==> src/rtl/chip8_subset_execute_core_unit_defines.svh <==
// Assertion macros for the CHIP-8 execute core.
`ifndef CHIP8_SUBSET_EXECUTE_CORE_UNIT_DEFINES_SVH
`define CHIP8_SUBSET_EXECUTE_CORE_UNIT_DEFINES_SVH
`ifndef SYNTHESIS
`define C8_ASSERT(label, clk, rst, prop, msg) \
  label: assert property (@(posedge clk) disable iff (rst) (prop)) else $error(msg);
`define C8_ASSERT_NR(label, clk, prop, msg) \
  label: assert property (@(posedge clk) (prop)) else $error(msg);
`else
`define C8_ASSERT(label, clk, rst, prop, msg)
`define C8_ASSERT_NR(label, clk, prop, msg)
`endif
`endif

==> src/rtl/c8core_pkg.sv <==
`timescale 1ns / 1ps
// ----------------------------------------------------------------------------
// c8core_pkg
// Shared types and constants of the CHIP-8 execute core.
// ----------------------------------------------------------------------------
package c8core_pkg;
  localparam int MEM_BYTES_DEF = 4096;
  localparam int SCREEN_W_DEF  = 64;
  localparam int SCREEN_H_DEF  = 32;
  localparam logic [11:0] PC_RESET = 12'd512;

  localparam logic [1:0] OP_WRITE = 2'd0;
  localparam logic [1:0] OP_EXEC  = 2'd1;
  localparam logic [1:0] OP_READ  = 2'd2;

  localparam logic [1:0] ST_EXEC  = 2'd0;
  localparam logic [1:0] ST_UNSUP = 2'd1;
  localparam logic [1:0] ST_WROTE = 2'd2;
  localparam logic [1:0] ST_READ  = 2'd3;

  localparam logic [1:0] ADDR_PROGRAM_START = 2'd0;

  // Classified command handed from the front part to the back part.
  typedef enum logic [1:0] {
    CMD_WRITE = 2'd0,
    CMD_EXEC  = 2'd1,
    CMD_READ  = 2'd2,
    CMD_NOP   = 2'd3
  } cmd_kind_t;

  typedef struct packed {
    cmd_kind_t   kind;
    logic [11:0] address;
    logic [7:0]  data_byte;
  } cmd_t;

  typedef struct packed {
    logic [1:0]  status;
    logic [11:0] program_counter;
    logic [11:0] index_value;
    logic [15:0] opcode;
    logic [7:0]  read_data;
    logic        collision;
  } result_t;
endpackage

==> src/rtl/c8core_if.sv <==
`timescale 1ns / 1ps
// ----------------------------------------------------------------------------
// c8core_in_if / c8core_out_if
// Valid/ready channels for command items and result items.
// ----------------------------------------------------------------------------
interface c8core_in_if;
  logic        valid;
  logic        ready;
  logic [1:0]  operation;
  logic [11:0] address;
  logic [7:0]  data_byte;
  modport source (output valid, operation, address, data_byte, input ready);
  modport sink   (input valid, operation, address, data_byte, output ready);
endinterface


==> src/rtl/c8core_front.sv <==
`timescale 1ns / 1ps
// ----------------------------------------------------------------------------
// c8core_front
// Accepts input items, classifies them and queues them for the back part.
// ----------------------------------------------------------------------------
module c8core_front
  import c8core_pkg::*;
(
  input  logic             clk,
  input  logic             rst,
  c8core_in_if.sink        in_ch,
  output logic             cmd_valid,
  input  logic             cmd_pop,
  output cmd_t             cmd
);
  `include "chip8_subset_execute_core_unit_defines.svh"

  // Two-entry command queue.
  cmd_t       q [2];
  logic       wr_ptr, rd_ptr;
  logic [1:0] count;
  cmd_t       cmd_in;
  logic       push;

  // Classify the operation code.
  always_comb begin
    cmd_in.address   = in_ch.address;
    cmd_in.data_byte = in_ch.data_byte;
    case (in_ch.operation)
      OP_WRITE: cmd_in.kind = CMD_WRITE;
      OP_EXEC:  cmd_in.kind = CMD_EXEC;
      OP_READ:  cmd_in.kind = CMD_READ;
      default:  cmd_in.kind = CMD_NOP;
    endcase
  end

  assign in_ch.ready = (count != 2'd2);
  assign push        = in_ch.valid && in_ch.ready;
  assign cmd_valid   = (count != 2'd0);
  assign cmd         = q[rd_ptr];

  always_ff @(posedge clk) begin
    if (push) begin
      q[wr_ptr] <= cmd_in;
    end
  end

  always_ff @(posedge clk) begin
    if (rst) begin
      wr_ptr <= 1'b0;
      rd_ptr <= 1'b0;
      count  <= 2'd0;
    end else begin
      if (push) wr_ptr <= ~wr_ptr;
      if (cmd_pop) rd_ptr <= ~rd_ptr;
      count <= count + {1'b0, push} - {1'b0, cmd_pop};
    end
  end

  `C8_ASSERT(a_no_pop_empty, clk, rst, cmd_pop |-> cmd_valid, "pop from empty queue")
  `C8_ASSERT(a_count_range, clk, rst, count != 2'd3, "queue count out of range")
  `C8_ASSERT(a_full_stall, clk, rst, (count == 2'd2) |-> !in_ch.ready, "full queue accepts")
endmodule

==> src/flat_wrapper.sv <==
// flat-port wrapper written by rule: the top's interface ports become plain ports
module c8core_front_flat import c8core_pkg::*;
  (clk, rst, cmd_valid, cmd_pop, cmd, in_ch_valid, in_ch_operation, in_ch_address, in_ch_data_byte, in_ch_ready);
  c8core_in_if in_ch_i ();
  input  logic clk;
  input  logic rst;
  output logic cmd_valid;
  input  logic cmd_pop;
  output cmd_t cmd;
  input wire logic [$bits(in_ch_i.valid)-1:0] in_ch_valid;
  input wire logic [$bits(in_ch_i.operation)-1:0] in_ch_operation;
  input wire logic [$bits(in_ch_i.address)-1:0] in_ch_address;
  input wire logic [$bits(in_ch_i.data_byte)-1:0] in_ch_data_byte;
  output wire logic [$bits(in_ch_i.ready)-1:0] in_ch_ready;
  assign in_ch_i.valid = in_ch_valid;
  assign in_ch_i.operation = in_ch_operation;
  assign in_ch_i.address = in_ch_address;
  assign in_ch_i.data_byte = in_ch_data_byte;
  assign in_ch_ready = in_ch_i.ready;
  c8core_front u_core (.clk(clk), .rst(rst), .in_ch(in_ch_i), .cmd_valid(cmd_valid), .cmd_pop(cmd_pop), .cmd(cmd));
endmodule
==> config.mk <==
export PLATFORM = sky130hd
export DESIGN_NAME = c8core_front_flat
export DESIGN_NICKNAME = d
export VERILOG_FILES = /design/src/rtl/c8core_pkg.sv /design/src/rtl/c8core_if.sv /design/src/rtl/c8core_front.sv /design/src/flat_wrapper.sv
export VERILOG_INCLUDE_DIRS = /design/src /design/src/rtl
export SDC_FILE = /design/constraint.sdc
export NUM_CORES = 1
export LEC_CHECK = 0
export BUFFER_PORTS_ARGS = -buffer_cell sky130_fd_sc_hd__clkbuf_2
export CORE_AREA = 2 2 81 83
export CTS_BUF_LIST = sky130_fd_sc_hd__clkbuf_8 sky130_fd_sc_hd__clkbuf_16
export DETAILED_ROUTE_END_ITERATION = 16
export DIE_AREA = 0 0 83 85
export HOLD_SLACK_MARGIN = 0.06
export MAX_ROUTING_LAYER = met4
export PLACE_DENSITY_LB_ADDON = 0.15
export SLEW_MARGIN = 5
export SYNTH_ARGS = -nofsm -noshare
export SYNTH_HDL_FRONTEND = slang
export SYNTH_SLANG_ARGS = --single-unit
export TNS_END_PERCENT = 5
==> constraint.sdc <==
create_clock -name clk -period 2.1 [get_ports clk]
set_input_delay 0.105 -clock clk [delete_from_list [all_inputs] [get_ports clk]]
set_output_delay 0.105 -clock clk [all_outputs]
set_load 0.05 [all_outputs]
==> run_results.csv <==
group,metric,value,unit
setup_path,r2r_cells,5,
placed_design,portBuffers,49,
sta,rsz0062_at_grt,"no",
die,initial_core_util,0.294,
power,pwr-share-clk,0.225,
die,die_w,83,um
placed_design,dpl_cell_area,2180,um^2
cts,cts_tree,"done",
grt,grt_max_degree,23,
logic_synthesis,synth_async_sr_flop_share,0,
finish,diodes,0,
power,p_leak,0.965,nW
die,die_y,85,um
sta,finalClockSkew,3.02,ps
cts,cts_buffers,5,
sta,tns,0,ps
power,switching_share,0.293,
logic_synthesis,synth_seq_cells,49,
finish,drive_above_1_share,0.472,
logic_synthesis,synth-edff-count,44,
logic_synthesis,synthSimpleGateAreaFrac,0.0329,
logic_synthesis,synth_cell_types,22,
placed_design,dp_hpwl,2070,um
cts,clockBufferDepth,2,
power,peakVddDrop,366,uV
worst_hold_path,min_path_cells,3,
cts,clockRootBuffer,"clkbuf_8",
logic_synthesis,synth_cells,96,
logic_synthesis,syn_nets,123,
flow_run,drv_cap,0,
finish,final_cell_count_no_fill,253,
setup_path,cp-startpoint,"u_core.count[0]",
setup_path,cp-end-kind,"flop",
logic_synthesis,synthFlopType,"edfxtp_1",
setup_path,cp-start-kind,"flop",
finish,postLayoutCoreUtil,0.401,
sta,worstMarginPinSlew,304,ps
logic_synthesis,synth_top_area_share,0.724,
detailed_routing,viasPerCell,4.17,
setup_path,rrSetupSlack,500,ps
cts,worstSkewPairLatency,290,ps
detailed_routing,drtAntennaViolNets,0,
detailed_routing,wl,3040,um
setup_path,cp.required,2280,ps
grt,overflow,0,
cts,post_cts_buffers,0,
logic_synthesis,synth-seq-area-share,0.779,
sta,hold_ws,97.0,ps
setup_path,critPathKind,"reg2reg",
sta,slew_headroom,0.797,
logic_synthesis,synthMuxAreaShare,0.147,
finish,nNetsFinal,202,
logic_synthesis,synth_top_family_by_area,"multiplexers",
logic_synthesis,yosys.area_share.xor_xnor,0.00480,
sta,fmax,625,MHz
finish,final_area,2490,um^2
placed_design,gp_congestion,0.646,
setup_path,cp_max_fo,4,
logic_synthesis,synth_compound_gate_area_share,0.0151,
setup_path,worstReg2RegEnd,"u_core.count[1]",
grt,grt_pass1_wl,4910,um
logic_synthesis,synth_fa_ha_area_frac,0.00686,
sta,finalHoldViolations,0,
die,core_area,6200,um^2
power,power_switching,642,uW
cts,htreeDepth,2,
die,rows,29,
detailed_routing,drc,0,
setup_path,worst-endpoint-arrival,1780,ps
power,combPwrFrac,0.240,
placed_design,dp_cells,222,
grt,grt_use_total,0.0935,
logic_synthesis,synth_top_area_cell,"edfxtp_1",
grt,antenna_found_initial,0,
worst_hold_path,min_from,"cmd_pop",
sta,finalMaxSlewViolations,0,
power,power_density,879,nW/um^2
detailed_routing,first_pass_iters,4,
cts,cts_sinks,49,
grt,grt_pass1_vias,1067,
logic_synthesis,syn_avg_cell_area,19.0,um^2
sta,setup_viol,0,
sta,fin_crit_sh,0.762,
power,power,2.19,mW
cts,cts_hold_buffers,23,
finish,syn_to_final_growth,36.5,%
run_status,status,"completed",
logic_synthesis,synth_area,1820,um^2
logic_synthesis,synthTopCellsByArea,"edfxtp_1, mux2_2, dfxtp_1",
power,power.internal,1.55,mW
die,ioPinCount,50,
placed_design,pre_cts_ws,503,ps
setup_path,r2r-start,"u_core.count[0]",
cts,clk_pin_slew,80,ps
cts,post_cts_resize_count,0,
detailed_routing,drt_first_iter_violations,38,
power,seqPwrFrac,0.535,
sta,fin_crit,1600,ps
sta,setup_ws,500,ps
detailed_routing,vias,1054,
die,die_area,7060,um^2
detailed_routing,wl_per_cell,12.0,um
logic_synthesis,yosys_warnings,0,
worst_hold_path,hold_path.class,"in2reg",
[layout by cell type, fill, tap and decap left out, drive strengths merged]
cell,count
a21bo,1
nand3b,1
and3,1
xnor2,1
a21oi,2
nand3,1
a21o,1
dlygate4sd3,23
dfxtp,5
inv,2
and2b,1
nand2b,1
buf,4
nor2,3
clkbuf,54
clkinv,3
nand2,1
mux2,23
nor2b,1
edfxtp,44
ha,1
or2,1
mux2i,1
[layer usage]
layer	global-route usage	part of all wire
met1	0.0951	0.40
met2	0.160	0.54
met3	0.0292	0.043
met4	0.0537	0.018
met5	-	0
[Yosys cell counts, types with 2 or more instances]
master / number
a21oi_1: 2
buf_2: 2
clkbuf_1: 2
dfxtp_1: 5
edfxtp_1: 44
inv_1: 2
mux2_2: 22
nor2_1: 3
[flip-flops by register name, indices dropped and copies added, names as in the netlist, named ones only]
register,cells
u_core.rd_ptr,1
u_core.wr_ptr,1
u_core.q,44
u_core.count,2
[worst max-delay path by stage]
| stage | cells after the start | to | slack [ps] |
|---|---|---|---|
| finish | 5 | u_core.count[1] | 500 |
| global route | 5 | u_core.count[1] | 420 |
| CTS | 5 | u_core.count[1] | 490 |
| detailed placement | 5 | u_core.count[1] | 500 |
| global placement | 5 | u_core.count[1] | 600 |
| floorplan | 2 | u_core.q[1][0] | 160 |
[power by group through the flow]
stage | combinational [mW] | clock, mW | sequential, mW
final | 0.526 | 0.492 | 1.17
after global routing | 0.559 | 0.558 | 1.18
after CTS | 0.535 | 0.521 | 1.17
after detailed placement | 0.500 | 0 | 1.19
after global placement | 0.493 | 0 | 1.19
after floorplan | 0.376 | 0 | 1.19
[area by class of cell]
cell class	count	area (um^2)
repair buffers	76	505
clock inverters	3	12.5
flip-flops and latches	49	1420
clock buffers	5	68.8
fillers	594	3710
multi-input cells	41	378
inverters	2	7.51
well taps	77	96.3
[cell families (layout without fill, tap and decap cells)]
group           after synthesis  after routing
simple gates                 11             11
flops                        49             49
buf+inv                       6             86
compound gates                4              4
xor+xnor                      1              1
mux                          24             24
fa+ha+maj                     1              1
[critical path, cell delays in order, from the launching register on]
cell and delay, ps:
dfxtp_1 360, inv_1 60, ha_1 310, and2b_1 220, mux2i_1 210, mux2_1 330
(Power assumes the default switching activity.)
